`src/rtl/pmq_pkg.sv`:
```
// ----------------------------------------------------------------------------
// pmq_pkg
// Shared constants, codes and types of the pooled message queue.
// ----------------------------------------------------------------------------
package pmq_pkg;

  localparam int DEPTH     = 16;
  localparam int TYPE_BITS = 8;

  localparam int IDX_W = $clog2(DEPTH);
  localparam int PTR_W = IDX_W + 1;
  localparam int CNT_W = $clog2(DEPTH + 1);

  localparam int HANDLE_W = 32;
  localparam int LENGTH_W = 11;

  localparam logic [PTR_W-1:0] NIL = PTR_W'(DEPTH);

  localparam logic [2:0] OP_SEND     = 3'd0;
  localparam logic [2:0] OP_SEND_UNQ = 3'd1;
  localparam logic [2:0] OP_RECV     = 3'd2;
  localparam logic [2:0] OP_PEEK     = 3'd3;
  localparam logic [2:0] OP_RELEASE  = 3'd4;
  localparam logic [2:0] OP_PURGE    = 3'd5;
  localparam logic [2:0] OP_FREE_ALL = 3'd6;

  localparam logic [1:0] ST_OK    = 2'd0;
  localparam logic [1:0] ST_FULL  = 2'd1;
  localparam logic [1:0] ST_EMPTY = 2'd2;
  localparam logic [1:0] ST_DUP   = 2'd3;

  typedef struct packed {
    logic [TYPE_BITS-1:0] mtype;
    logic [HANDLE_W-1:0]  handle;
    logic [LENGTH_W-1:0]  length;
    logic                 safe;
  } entry_t;

  typedef struct packed {
    logic             we;
    logic [IDX_W-1:0] addr;
    logic [PTR_W-1:0] data;
  } link_wr_t;

  typedef struct packed {
    logic             we;
    logic [IDX_W-1:0] addr;
    entry_t           data;
  } pay_wr_t;

endpackage

```
`src/rtl/pmq_store.sv`:
```
// ----------------------------------------------------------------------------
// pmq_store
// Entry pool memories: the link memory with its reset chain and the payload
// memory, one write port each and a shared registered read address.
// ----------------------------------------------------------------------------
module pmq_store import pmq_pkg::*; (
  input  logic             clk,
  input  logic             rst_n,
  input  link_wr_t         link_wr,
  input  pay_wr_t          pay_wr,
  input  logic [IDX_W-1:0] raddr,
  output logic [PTR_W-1:0] link_rdata,
  output entry_t           pay_rdata
);

  logic [PTR_W-1:0] link_mem [DEPTH];
  entry_t           pay_mem  [DEPTH];
  logic [DEPTH-1:0] link_vld_r;

  logic [PTR_W-1:0] link_rd_r;
  logic             vld_rd_r;
  logic [IDX_W-1:0] rd_addr_r;
  entry_t           pay_rd_r;

  always_ff @(posedge clk) begin
    if (!rst_n) begin
      link_vld_r <= '0;
    end else if (link_wr.we) begin
      link_vld_r[link_wr.addr] <= 1'b1;
    end
  end

  always_ff @(posedge clk) begin
    if (link_wr.we) begin
      link_mem[link_wr.addr] <= link_wr.data;
    end
    if (pay_wr.we) begin
      pay_mem[pay_wr.addr] <= pay_wr.data;
    end
    link_rd_r <= link_mem[raddr];
    vld_rd_r  <= link_vld_r[raddr];
    rd_addr_r <= raddr;
    pay_rd_r  <= pay_mem[raddr];
  end

  // An entry never written since reset still links to its successor; the
  // last entry's successor is the null code.
  assign link_rdata = vld_rd_r ? link_rd_r : ({1'b0, rd_addr_r} + PTR_W'(1));
  assign pay_rdata  = pay_rd_r;

endmodule

```
`src/rtl/pooled_message_queue.sv`:
```
// ----------------------------------------------------------------------------
// pooled_message_queue
// Message queue over a fixed pool of entries with a free list and a FIFO
// send list, run by a sequencer over the link and payload memories.
// ----------------------------------------------------------------------------
// A command word is taken when start is high and busy is low; exactly one
// result word follows, shown for one cycle with out_valid, and the receiver
// cannot stall it. Each list step is one memory read, and the result word
// shows in the cycle after the last step. Release, unused codes, a send to a
// full pool and a receive or peek on an empty queue are answered without a
// list step; receive and peek read the head, a send reads the free head and
// links the word behind pending words through the tail, send unique first
// checks each pending word in turn and drops a duplicate at the matching
// word, purge visits each pending word and relinks the predecessor of each
// unlinked word, and release all visits each pending word. busy is high
// while the sequencer is away from idle and falls as the result word shows.
module pooled_message_queue import pmq_pkg::*; (
  input  logic        clk,
  input  logic        rst_n,
  input  logic        cfg_we,
  input  logic        cfg_wdata,
  input  logic        start,
  output logic        busy,
  input  logic [2:0]  in_op,
  input  logic [7:0]  in_msg_type,
  input  logic [31:0] in_data_handle,
  input  logic [10:0] in_length,
  input  logic        in_safe_flag,
  input  logic [3:0]  in_entry_index,
  output logic        out_valid,
  output logic [1:0]  out_status,
  output logic [3:0]  out_index,
  output logic [7:0]  out_type,
  output logic [31:0] out_handle,
  output logic [10:0] out_length,
  output logic        out_safe,
  output logic [4:0]  out_pending_count,
  output logic        out_priority_notify
);

  typedef enum logic [3:0] {
    S_IDLE,
    S_ALLOC_RD,
    S_ALLOC,
    S_TAIL,
    S_UNIQ,
    S_RECV,
    S_PURGE,
    S_PURGE_FIX,
    S_FREE_ALL
  } state_t;

  state_t               state_r, state_nxt;
  logic [PTR_W-1:0]     free_head_r, free_head_nxt;
  logic [PTR_W-1:0]     send_head_r, send_head_nxt;
  logic [PTR_W-1:0]     send_tail_r, send_tail_nxt;
  logic [CNT_W-1:0]     count_r, count_nxt;
  logic [DEPTH-1:0]     held_r, held_nxt;
  logic                 notify_en_r;
  logic [2:0]           op_r, op_nxt;
  entry_t               item_r, item_nxt;
  logic [PTR_W-1:0]     cur_r, cur_nxt;
  logic [PTR_W-1:0]     prev_r, prev_nxt;
  logic [PTR_W-1:0]     next_r, next_nxt;

  logic                 out_valid_r, out_valid_nxt;
  logic [1:0]           status_r, status_nxt;
  logic [3:0]           oidx_r, oidx_nxt;
  logic [7:0]           otype_r, otype_nxt;
  logic [31:0]          ohandle_r, ohandle_nxt;
  logic [10:0]          olen_r, olen_nxt;
  logic                 osafe_r, osafe_nxt;
  logic                 notify_r, notify_nxt;

  link_wr_t             link_wr;
  pay_wr_t              pay_wr;
  logic [PTR_W-1:0]     link_rdata;
  entry_t               pay_rdata;

  pmq_store u_store (
    .clk        (clk),
    .rst_n      (rst_n),
    .link_wr    (link_wr),
    .pay_wr     (pay_wr),
    .raddr      (cur_nxt[IDX_W-1:0]),
    .link_rdata (link_rdata),
    .pay_rdata  (pay_rdata)
  );

  always_comb begin
    state_nxt     = state_r;
    free_head_nxt = free_head_r;
    send_head_nxt = send_head_r;
    send_tail_nxt = send_tail_r;
    count_nxt     = count_r;
    held_nxt      = held_r;
    op_nxt        = op_r;
    item_nxt      = item_r;
    cur_nxt       = cur_r;
    prev_nxt      = prev_r;
    next_nxt      = next_r;
    out_valid_nxt = 1'b0;
    status_nxt    = status_r;
    oidx_nxt      = oidx_r;
    otype_nxt     = otype_r;
    ohandle_nxt   = ohandle_r;
    olen_nxt      = olen_r;
    osafe_nxt     = osafe_r;
    notify_nxt    = notify_r;
    link_wr       = '0;
    pay_wr        = '0;

    case (state_r)
      S_IDLE: begin
        if (start) begin
          op_nxt          = in_op;
          item_nxt.mtype  = in_msg_type[TYPE_BITS-1:0];
          item_nxt.handle = in_data_handle;
          item_nxt.length = in_length;
          item_nxt.safe   = in_safe_flag;
          // Result fields an operation does not report stay zero.
          status_nxt  = ST_OK;
          oidx_nxt    = '0;
          otype_nxt   = '0;
          ohandle_nxt = '0;
          olen_nxt    = '0;
          osafe_nxt   = 1'b0;
          notify_nxt  = 1'b0;
          case (in_op)
            OP_SEND: begin
              if (free_head_r == NIL) begin
                status_nxt    = ST_FULL;
                out_valid_nxt = 1'b1;
              end else begin
                cur_nxt   = free_head_r;
                state_nxt = S_ALLOC;
              end
            end
            OP_SEND_UNQ: begin
              if (send_head_r == NIL) begin
                state_nxt = S_ALLOC_RD;
              end else begin
                cur_nxt   = send_head_r;
                state_nxt = S_UNIQ;
              end
            end
            OP_RECV, OP_PEEK: begin
              if (send_head_r == NIL) begin
                status_nxt    = ST_EMPTY;
                out_valid_nxt = 1'b1;
              end else begin
                cur_nxt   = send_head_r;
                state_nxt = S_RECV;
              end
            end
            OP_RELEASE: begin
              if ((32'(in_entry_index) < 32'(DEPTH)) &&
                  held_r[in_entry_index[IDX_W-1:0]]) begin
                held_nxt[in_entry_index[IDX_W-1:0]] = 1'b0;
                link_wr.we   = 1'b1;
                link_wr.addr = in_entry_index[IDX_W-1:0];
                link_wr.data = free_head_r;
                free_head_nxt = {1'b0, in_entry_index[IDX_W-1:0]};
              end else begin
                status_nxt = ST_EMPTY;
              end
              out_valid_nxt = 1'b1;
            end
            OP_PURGE: begin
              if (send_head_r == NIL) begin
                out_valid_nxt = 1'b1;
              end else begin
                cur_nxt   = send_head_r;
                prev_nxt  = NIL;
                state_nxt = S_PURGE;
              end
            end
            OP_FREE_ALL: begin
              if (send_head_r == NIL) begin
                out_valid_nxt = 1'b1;
              end else begin
                cur_nxt   = send_head_r;
                state_nxt = S_FREE_ALL;
              end
            end
            default: begin
              out_valid_nxt = 1'b1;
            end
          endcase
        end
      end

      S_ALLOC_RD: begin
        if (free_head_r == NIL) begin
          status_nxt    = ST_FULL;
          out_valid_nxt = 1'b1;
          state_nxt     = S_IDLE;
        end else begin
          cur_nxt   = free_head_r;
          state_nxt = S_ALLOC;
        end
      end

      // The link word of the allocated entry is the new free head.
      S_ALLOC: begin
        free_head_nxt = link_rdata;
        pay_wr.we     = 1'b1;
        pay_wr.addr   = cur_r[IDX_W-1:0];
        pay_wr.data   = item_r;
        link_wr.we    = 1'b1;
        link_wr.addr  = cur_r[IDX_W-1:0];
        link_wr.data  = NIL;
        oidx_nxt      = 4'(cur_r[IDX_W-1:0]);
        notify_nxt    = notify_en_r;
        if (send_tail_r != NIL) begin
          state_nxt = S_TAIL;
        end else begin
          send_head_nxt = cur_r;
          send_tail_nxt = cur_r;
          count_nxt     = count_r + CNT_W'(1);
          out_valid_nxt = 1'b1;
          state_nxt     = S_IDLE;
        end
      end

      S_TAIL: begin
        link_wr.we    = 1'b1;
        link_wr.addr  = send_tail_r[IDX_W-1:0];
        link_wr.data  = cur_r;
        send_tail_nxt = cur_r;
        count_nxt     = count_r + CNT_W'(1);
        out_valid_nxt = 1'b1;
        state_nxt     = S_IDLE;
      end

      S_UNIQ: begin
        if (pay_rdata.mtype == item_r.mtype) begin
          status_nxt    = ST_DUP;
          out_valid_nxt = 1'b1;
          state_nxt     = S_IDLE;
        end else if (link_rdata == NIL) begin
          state_nxt = S_ALLOC_RD;
        end else begin
          cur_nxt = link_rdata;
        end
      end

      S_RECV: begin
        oidx_nxt    = 4'(cur_r[IDX_W-1:0]);
        otype_nxt   = 8'(pay_rdata.mtype);
        ohandle_nxt = pay_rdata.handle;
        olen_nxt    = pay_rdata.length;
        osafe_nxt   = pay_rdata.safe;
        if (op_r == OP_RECV) begin
          send_head_nxt = link_rdata;
          if (link_rdata == NIL) begin
            send_tail_nxt = NIL;
          end
          link_wr.we   = 1'b1;
          link_wr.addr = cur_r[IDX_W-1:0];
          link_wr.data = NIL;
          held_nxt[cur_r[IDX_W-1:0]] = 1'b1;
          if (count_r != '0) begin
            count_nxt = count_r - CNT_W'(1);
          end
        end
        out_valid_nxt = 1'b1;
        state_nxt     = S_IDLE;
      end

      // A matching entry is pushed on the free list now; relinking its
      // predecessor takes the following cycle.
      S_PURGE: begin
        if (pay_rdata.mtype == item_r.mtype) begin
          link_wr.we    = 1'b1;
          link_wr.addr  = cur_r[IDX_W-1:0];
          link_wr.data  = free_head_r;
          free_head_nxt = cur_r;
          if (cur_r == send_tail_r) begin
            send_tail_nxt = prev_r;
          end
          if (cur_r == send_head_r) begin
            send_head_nxt = link_rdata;
          end
          if (count_r != '0) begin
            count_nxt = count_r - CNT_W'(1);
          end
        end else begin
          prev_nxt = cur_r;
        end
        if ((pay_rdata.mtype == item_r.mtype) && (prev_r != NIL)) begin
          next_nxt  = link_rdata;
          state_nxt = S_PURGE_FIX;
        end else if (link_rdata == NIL) begin
          out_valid_nxt = 1'b1;
          state_nxt     = S_IDLE;
        end else begin
          cur_nxt = link_rdata;
        end
      end

      S_PURGE_FIX: begin
        link_wr.we   = 1'b1;
        link_wr.addr = prev_r[IDX_W-1:0];
        link_wr.data = next_r;
        if (next_r == NIL) begin
          out_valid_nxt = 1'b1;
          state_nxt     = S_IDLE;
        end else begin
          cur_nxt   = next_r;
          state_nxt = S_PURGE;
        end
      end

      S_FREE_ALL: begin
        link_wr.we    = 1'b1;
        link_wr.addr  = cur_r[IDX_W-1:0];
        link_wr.data  = free_head_r;
        free_head_nxt = cur_r;
        if (link_rdata == NIL) begin
          send_head_nxt = NIL;
          send_tail_nxt = NIL;
          count_nxt     = '0;
          out_valid_nxt = 1'b1;
          state_nxt     = S_IDLE;
        end else begin
          cur_nxt = link_rdata;
        end
      end

      default: begin
        state_nxt = S_IDLE;
      end
    endcase
  end

  always_ff @(posedge clk) begin
    if (!rst_n) begin
      state_r     <= S_IDLE;
      free_head_r <= '0;
      send_head_r <= NIL;
      send_tail_r <= NIL;
      count_r     <= '0;
      held_r      <= '0;
      notify_en_r <= 1'b0;
      out_valid_r <= 1'b0;
    end else begin
      state_r     <= state_nxt;
      free_head_r <= free_head_nxt;
      send_head_r <= send_head_nxt;
      send_tail_r <= send_tail_nxt;
      count_r     <= count_nxt;
      held_r      <= held_nxt;
      out_valid_r <= out_valid_nxt;
      if (cfg_we) begin
        notify_en_r <= cfg_wdata;
      end
    end
    op_r      <= op_nxt;
    item_r    <= item_nxt;
    cur_r     <= cur_nxt;
    prev_r    <= prev_nxt;
    next_r    <= next_nxt;
    status_r  <= status_nxt;
    oidx_r    <= oidx_nxt;
    otype_r   <= otype_nxt;
    ohandle_r <= ohandle_nxt;
    olen_r    <= olen_nxt;
    osafe_r   <= osafe_nxt;
    notify_r  <= notify_nxt;
  end

  assign busy                = (state_r != S_IDLE);
  assign out_valid           = out_valid_r;
  assign out_status          = status_r;
  assign out_index           = oidx_r;
  assign out_type            = otype_r;
  assign out_handle          = ohandle_r;
  assign out_length          = olen_r;
  assign out_safe            = osafe_r;
  assign out_pending_count   = 5'(count_r);
  assign out_priority_notify = notify_r;

endmodule

```
`config.mk`:
```
export PLATFORM = sky130hd
export DESIGN_NAME = pooled_message_queue
export DESIGN_NICKNAME = d
export VERILOG_FILES = /design/src/rtl/pmq_pkg.sv /design/src/rtl/pmq_store.sv /design/src/rtl/pooled_message_queue.sv
export SDC_FILE = /design/constraint.sdc
export NUM_CORES = 2
export LEC_CHECK = 0
export ABC_AREA = 1
export BUFFER_PORTS_ARGS = -buffer_cell sky130_fd_sc_hd__buf_2
export CAP_MARGIN = 25
export CORE_MARGIN = 10
export CORE_UTILIZATION = 65
export CTS_CLUSTER_DIAMETER = 40
export DETAILED_ROUTE_END_ITERATION = 10
export PLACE_DENSITY_LB_ADDON = 0.15
export SYNTH_ARGS = -nofsm -noshare
export SYNTH_HDL_FRONTEND = slang
export SYNTH_HIERARCHICAL = 1
export SYNTH_SLANG_ARGS = --single-unit
```
`constraint.sdc`:
```
create_clock -name clk -period 7.3 [get_ports clk]
set_clock_uncertainty 0.05 [all_clocks]
set_input_delay 0.73 -clock clk [delete_from_list [all_inputs] [get_ports clk]]
set_output_delay 0.73 -clock clk [all_outputs]
set_load 0.005 [all_outputs]
```
After elaboration in Yosys (flattened, before gate mapping)
Memory sizes are Yosys's and may differ from the RTL's. A register that Yosys moved wholly into a read port is not among the register bits.
Index checks and enable logic that the tools add are counted.
- logic and storage cells: 234
- bits of input ports: 64
- memory bits (writable): 912
- memories kept: 2
- output and inout port bits: 66
- bits in registers: 188
- bitwise logic cells: 4
- reductions and logical operators: 36
- order comparisons: 7
- $add $sub $neg: 3
- equal/unequal tests: 49
- mux-type cells: 107
- memory list (memory ; depth ; bits a word ; read ports ; clocked after memory_dff ; wr ports ; RTL line ; RTL):
    u_store.pay_mem ; 16 ; 52 ; 1 ; 1 ; 1 ; pmq_store.sv:17 ; entry_t pay_mem [DEPTH];
    u_store.link_mem ; 16 ; 5 ; 1 ; 1 ; 1 ; pmq_store.sv:16 ; logic [PTR_W-1:0] link_mem [DEPTH];
- operators by type and width (kind ; count):
    $mux W5 ; 30
    $pmux W10 S7 ; 1
    $mux W16 ; 4
    $pmux W32 S2 ; 1
    $mux W57 ; 1
    $mux W10 ; 5
    $pmux W5 S5 ; 2
    $mux W4 ; 10
    $pmux W5 S4 ; 2
    $mux W32 ; 1
    $or A16 B16 Y16 ; 2
    $pmux W16 S2 ; 1
    $ne A2 B2 Y1 const B ; 15
    $pmux W5 S6 ; 1
    $pmux W4 S7 ; 1
    $reduce_and A5 Y1 ; 5
    $pmux W11 S2 ; 1
    $eq A5 B5 Y1 const B ; 4
    $lt A4 B5 Y1 const B ; 4
    $pmux W4 S5 ; 1
    $pmux W5 S2 ; 2
    $mux W1 ; 19
    $ne A3 B3 Y1 const B ; 6
    $and A16 B16 Y16 ; 1
    other kinds (45) ; 86

Logic depth before layout (Yosys ltp)
- word-level depth: 11
- depth in mapped cells: 22
- depth with buffers taken out: 19

Hierarchy
Netlist, hierarchy kept.
- modules (own cells, without submodules) (module ; area an instance (µm²) ; seq. area each (µm²) ; cells an instance ; times used):
    pmq_store ; 41649.9 ; 28947.8 ; 3912 ; 1
    pooled_message_queue ; 8911.0 ; 4674.5 ; 1091 ; 1

Least setup slack after synthesis
OpenSTA, ideal clock, no wires.
- path type: register -> register
- start point: register cur_r[3]
- end point: memory u_store/pay_mem[10][0] in the netlist's numbering, enable pin
- path slack: 3.473 ns
- required time: 6.788 ns
- path buffers: 1
- arrival: 3.315 ns
- setup time: 0.462 ns
- clock period less this slack: 3.827 ns
- cell stages (with the launch flop): 6
- cell sequence: dfxtp_1 buf_2 clkinv_1 nor2_1 nand3_1 nor2_1
- RTL lines (what ; RTL line ; RTL):
    start, declared ; pooled_message_queue.sv:62 ; logic [PTR_W-1:0] cur_r, cur_nxt;
    start signal, assigned ; pooled_message_queue.sv:361 ; cur_r <= cur_nxt;
    end, declared ; pmq_store.sv:17 ;

Final worst setup path
- start point: register u_store.rd_addr_r[0]
- end point: register, netlist name u_store/pay_rdata[16]
- cells in the longest elaborated chain, start to end: 6
- elaborated cells on any way between the ends: 12
- classes of those cells: 1 x add/sub; 1 x eq/ne; 10 x mux
- RTL lines (what ; RTL line ; RTL):
    start, declared ; pmq_store.sv:22 ; logic [IDX_W-1:0] rd_addr_r;
    start signal, assigned ; pmq_store.sv:42 ; rd_addr_r <= raddr;
    $add A4 B1 Y5 * ; pmq_store.sv:48 ; assign link_rdata = vld_rd_r ? link_rd_r : ({1'b0, rd_addr_r} + PTR_W'(1));
    $mux W5 * ; pmq_store.sv:48 ;
    via link_rdata[2] ; pooled_message_queue.sv:77 ; logic [PTR_W-1:0] link_rdata;
    $eq A5 B5 Y1 * ; pooled_message_queue.sv:241, pooled_message_queue.sv:294, pooled_message_queue.sv:320 ;
    $mux W5 * ; pooled_message_queue.sv:241, pooled_message_queue.sv:294, pooled_message_queue.sv:320 ;
    $mux W5 (on tied branches) ; pooled_message_queue.sv:291, pooled_message_queue.sv:237 ;
    $pmux W5 S6 * ; pooled_message_queue.sv:113 ; case (state_r)
    via cur_nxt[0] ; pooled_message_queue.sv:62 ;
Mark *: on every way through the listed nets, which the timed path passes. The rest lies on a longest branch. The select of a mux whose other input is x is not followed.
A chain may end at the register's enable or synchronous reset.

==> flow_metrics.py <==
metrics = {
    "final_layout": {
        "fillers": 5325,
        "drive_above_1_share": 0.104,
        "fin_nets": 5167,
        "antennaDiodeCount": 0,
        "area_delta_synth_final_pct": 11.6,
    },
    "timing": {
        "setup_tns_ps": 0,
        "setup-violations-final": 0,
        "max_slew_margin": 0.206,
        "finalHoldViolations": 0,
        "drv_slew": 0,
        "timing.final.crit_share": 0.718,
        "fmax_ghz": 0.191,
        "period_needed_ps": 5240,
        "tightest_slew_ps": 1190,
        "rsz0062_at_grt": "false",
    },
    "route": {
        "post_drt_wl_per_cell_um": 20.1,
        "via_per_inst": 5.61,
        "vias": 35077,
        "drc_errors": 0,
        "ant_nets": 0,
        "first_pass_iters": 8,
        "wl_mm": 126,
        "drt_iter0_drc": 4081,
    },
    "clocking": {
        "cts-root-buf": "clkbuf_16",
        "cts_buffers": 142,
        "clkSinkCount": 1161,
        "ctsHoldBuffers": 0,
        "htreeDepth": 4,
        "clk_latency_ps": 730,
        "clockBufferDepth": 3,
        "ctsResizeCount": 0,
        "cts_setup_buffers": 0,
        "clk_pin_slew_ps": 60,
        "cts_tree": "built",
    },
    "yosys": {
        "synth_fp_nets": 5072,
        "async_reset_ff_frac": 0,
        "synthCells": 5003,
        "synth-seq-cells": 1161,
        "synth_warnings": 6,
        "syn_avg_cell_area_um2": 10.1,
        "netlist_area_um2": 50600,
        "seq_area_frac_synth": 0.665,
        "synth_edf_count": 1037,
        "synthFlopType": "edfxtp_1",
        "ys_types": 50,
    },
    "worst_setup_path": {
        "cp_slowest_cell": "inv_16",
        "worstSetupPathType": "flop to flop",
        "setup.worst_path.start_class": "flop",
        "max_stage_delay_ps": 910,
        "required_ps": 7850,
        "crit_chain": "ha_1, nand2_1, nand2_1, o21ai_0, inv_1, nand3_1, nor2_2, inv_1, o21ai_0, a21oi_1, nand3_4, inv_16, buf_4, nand2_1, nand3_1, nand3_1, nand3_1, nand2_1",
        "crit_path_end_kind": "flop",
        "crit_arrival_ps": 5790,
        "cp_max_fo": 256,
    },
    "global_routing": {
        "track_usage": 0.277,
        "overflow": 0,
        "grt_pass1_wl_mm": 193,
        "antenna_found_initial": 2,
        "grt_max_degree": 257,
        "grt_pass1_vias": 34115,
    },
    "floorplanning": {
        "pin_count": 130,
        "dieArea_um2": 89300,
        "start_util": 0.654,
        "core_area_um2": 77300,
        "die-height_um": 299,
        "placementRows": 102,
        "die_w_um": 299,
    },
    "placement": {
        "portBuffers": 129,
        "hpwl_mm": 64.4,
        "gp_congestion": 0.935,
    },
    "worst_hold_path": {
        "hp-class": "primary input to flop",
    },
    "flow_run": {
        "maxCapViolations": 0,
    },
    "run_status": {
        "status": "finished clean",
    },
}
[path summary, 6_finish.rpt]
path,slack (ps),cells after the start,start,end
worst max-delay path,2060,18,u_store/rd_addr_r[0],u_store/pay_rdata[16]
worst min-delay path,120,1,in_data_handle[19],item_r[31]
worst max register to register,2060,18,u_store/rd_addr_r[0],u_store/pay_rdata[16]
worst min register to register,410,2,u_store/link_vld_r[14],u_store/link_vld_r[14]
[kinds of logic after synthesis]
logic type,after synthesis,share of synthesized area
simple gates,2530,0.215
flops,1161,0.665
buf+inv,1144,0.0990
compound gates,152,0.0175
xor+xnor,11,0.00191
fa+ha+maj,5,0.00139
[synthesized netlist by cell type, types with 3 or more instances]
library cell     n  area (um2)
buf_2          120         601
buf_4           10        75.1
edfxtp_1      1037       31100
dfxtp_1        124        2480
nand4_1          9        56.3
nand2_2         72         450
a22oi_1          8        60.1
clkbuf_1        28         105
o21ai_1          5        25.0
and2_1           3        18.8
clkinv_1         3        11.3
nand3_2          4        40.0
xor2_1           4        35.0
a21oi_1         51         255
a221oi_1         4        35.0
xnor2_1          7        61.3
buf_6           46         518
ha_1             4        50.1
buf_1            9        33.8
nor3_1          21         105
nor2_1         256         961
o211ai_1        11        82.6
nand2_4          8        90.1
o21ai_0         58         290
nor2_2           9        56.3
buf_12          10         200
o22ai_1          4        25.0
nand2_1       1378        5170
inv_1          897        3370
nand3_1        756        3780
nor2_4           8        90.1
inv_2           15        56.3
[flip-flops by register name (all words and copies together), names as in the netlist, 11 cells and up]
register            flops
item_r                 52
out_handle             32
u_store/pay_mem       832
held_r                 16
u_store/link_mem       80
u_store/link_vld_r     16
out_length             11
u_store/pay_rdata      52
[cell usage in the layout (no fill, tap or decap), drive strengths merged, types with 15 or more instances in the layout]
cell type / instances
dfxtp: 124
buf: 175
nor2: 273
nor3: 21
nand2: 1458
nand3: 760
clkbuf: 183
a21oi: 52
o21ai: 65
bufinv: 15
clkinv: 38
inv: 932
edfxtp: 1037
[per-stage QoR]
| step | setup WS, ps | hold slack, ps | std cells | utilization | cell area (um2) |
|---|---|---|---|---|---|
| finish | 2060 | 120 | 6255 | 0.730 | 56400 |
| CTS | 2170 | 85.1 | 6251 | 0.728 | 56300 |
| detailed placement | 2180 | 397 | 5990 | 0.667 | 51600 |
| global route | 1750 | 97.8 | 6255 | 0.730 | 56400 |
| floorplan | 3470 | 385 | 5003 | - | 50600 |
| global placement | 2380 | 393 | 5986 | 0.666 | 51500 |
[layout make-up]
| class | instances | area, um2 | share of cell area |
|---|---|---|---|
| Clock inverter | 78 | 956 | 0.0169 |
| Multi-Input combinational cell | 2698 | 12100 | 0.214 |
| Timing Repair Buffer | 175 | 1170 | 0.0207 |
| Tap cell | 1040 | 1300 | 0.0231 |
| Clock buffer | 183 | 3800 | 0.0673 |
| Inverter | 920 | 3490 | 0.0618 |
| Sequential cell | 1161 | 33600 | 0.596 |
[metal layers]
metal | track usage | vias to the layer above | part of all wire
met5 | 0 | - | 0
met4 | 0.110 | 0 | 0.030
met3 | 0.0444 | 288 | 0.090
met2 | 0.462 | 1817 | 0.49
met1 | 0.363 | 16654 | 0.39
li1 | - | 16318 | -
[critical path: cells and delay by family (launching register included)]
kind / cells / cell delay [ps]
compound gates: 3 / 820
buf+inv: 4 / 1860
fa+ha+maj: 1 / 210
simple gates: 10 / 1580
flops: 1 / 320
Power is not shown: default switching activity piles up to over one toggle a cycle in this logic, so the estimate is an artifact.
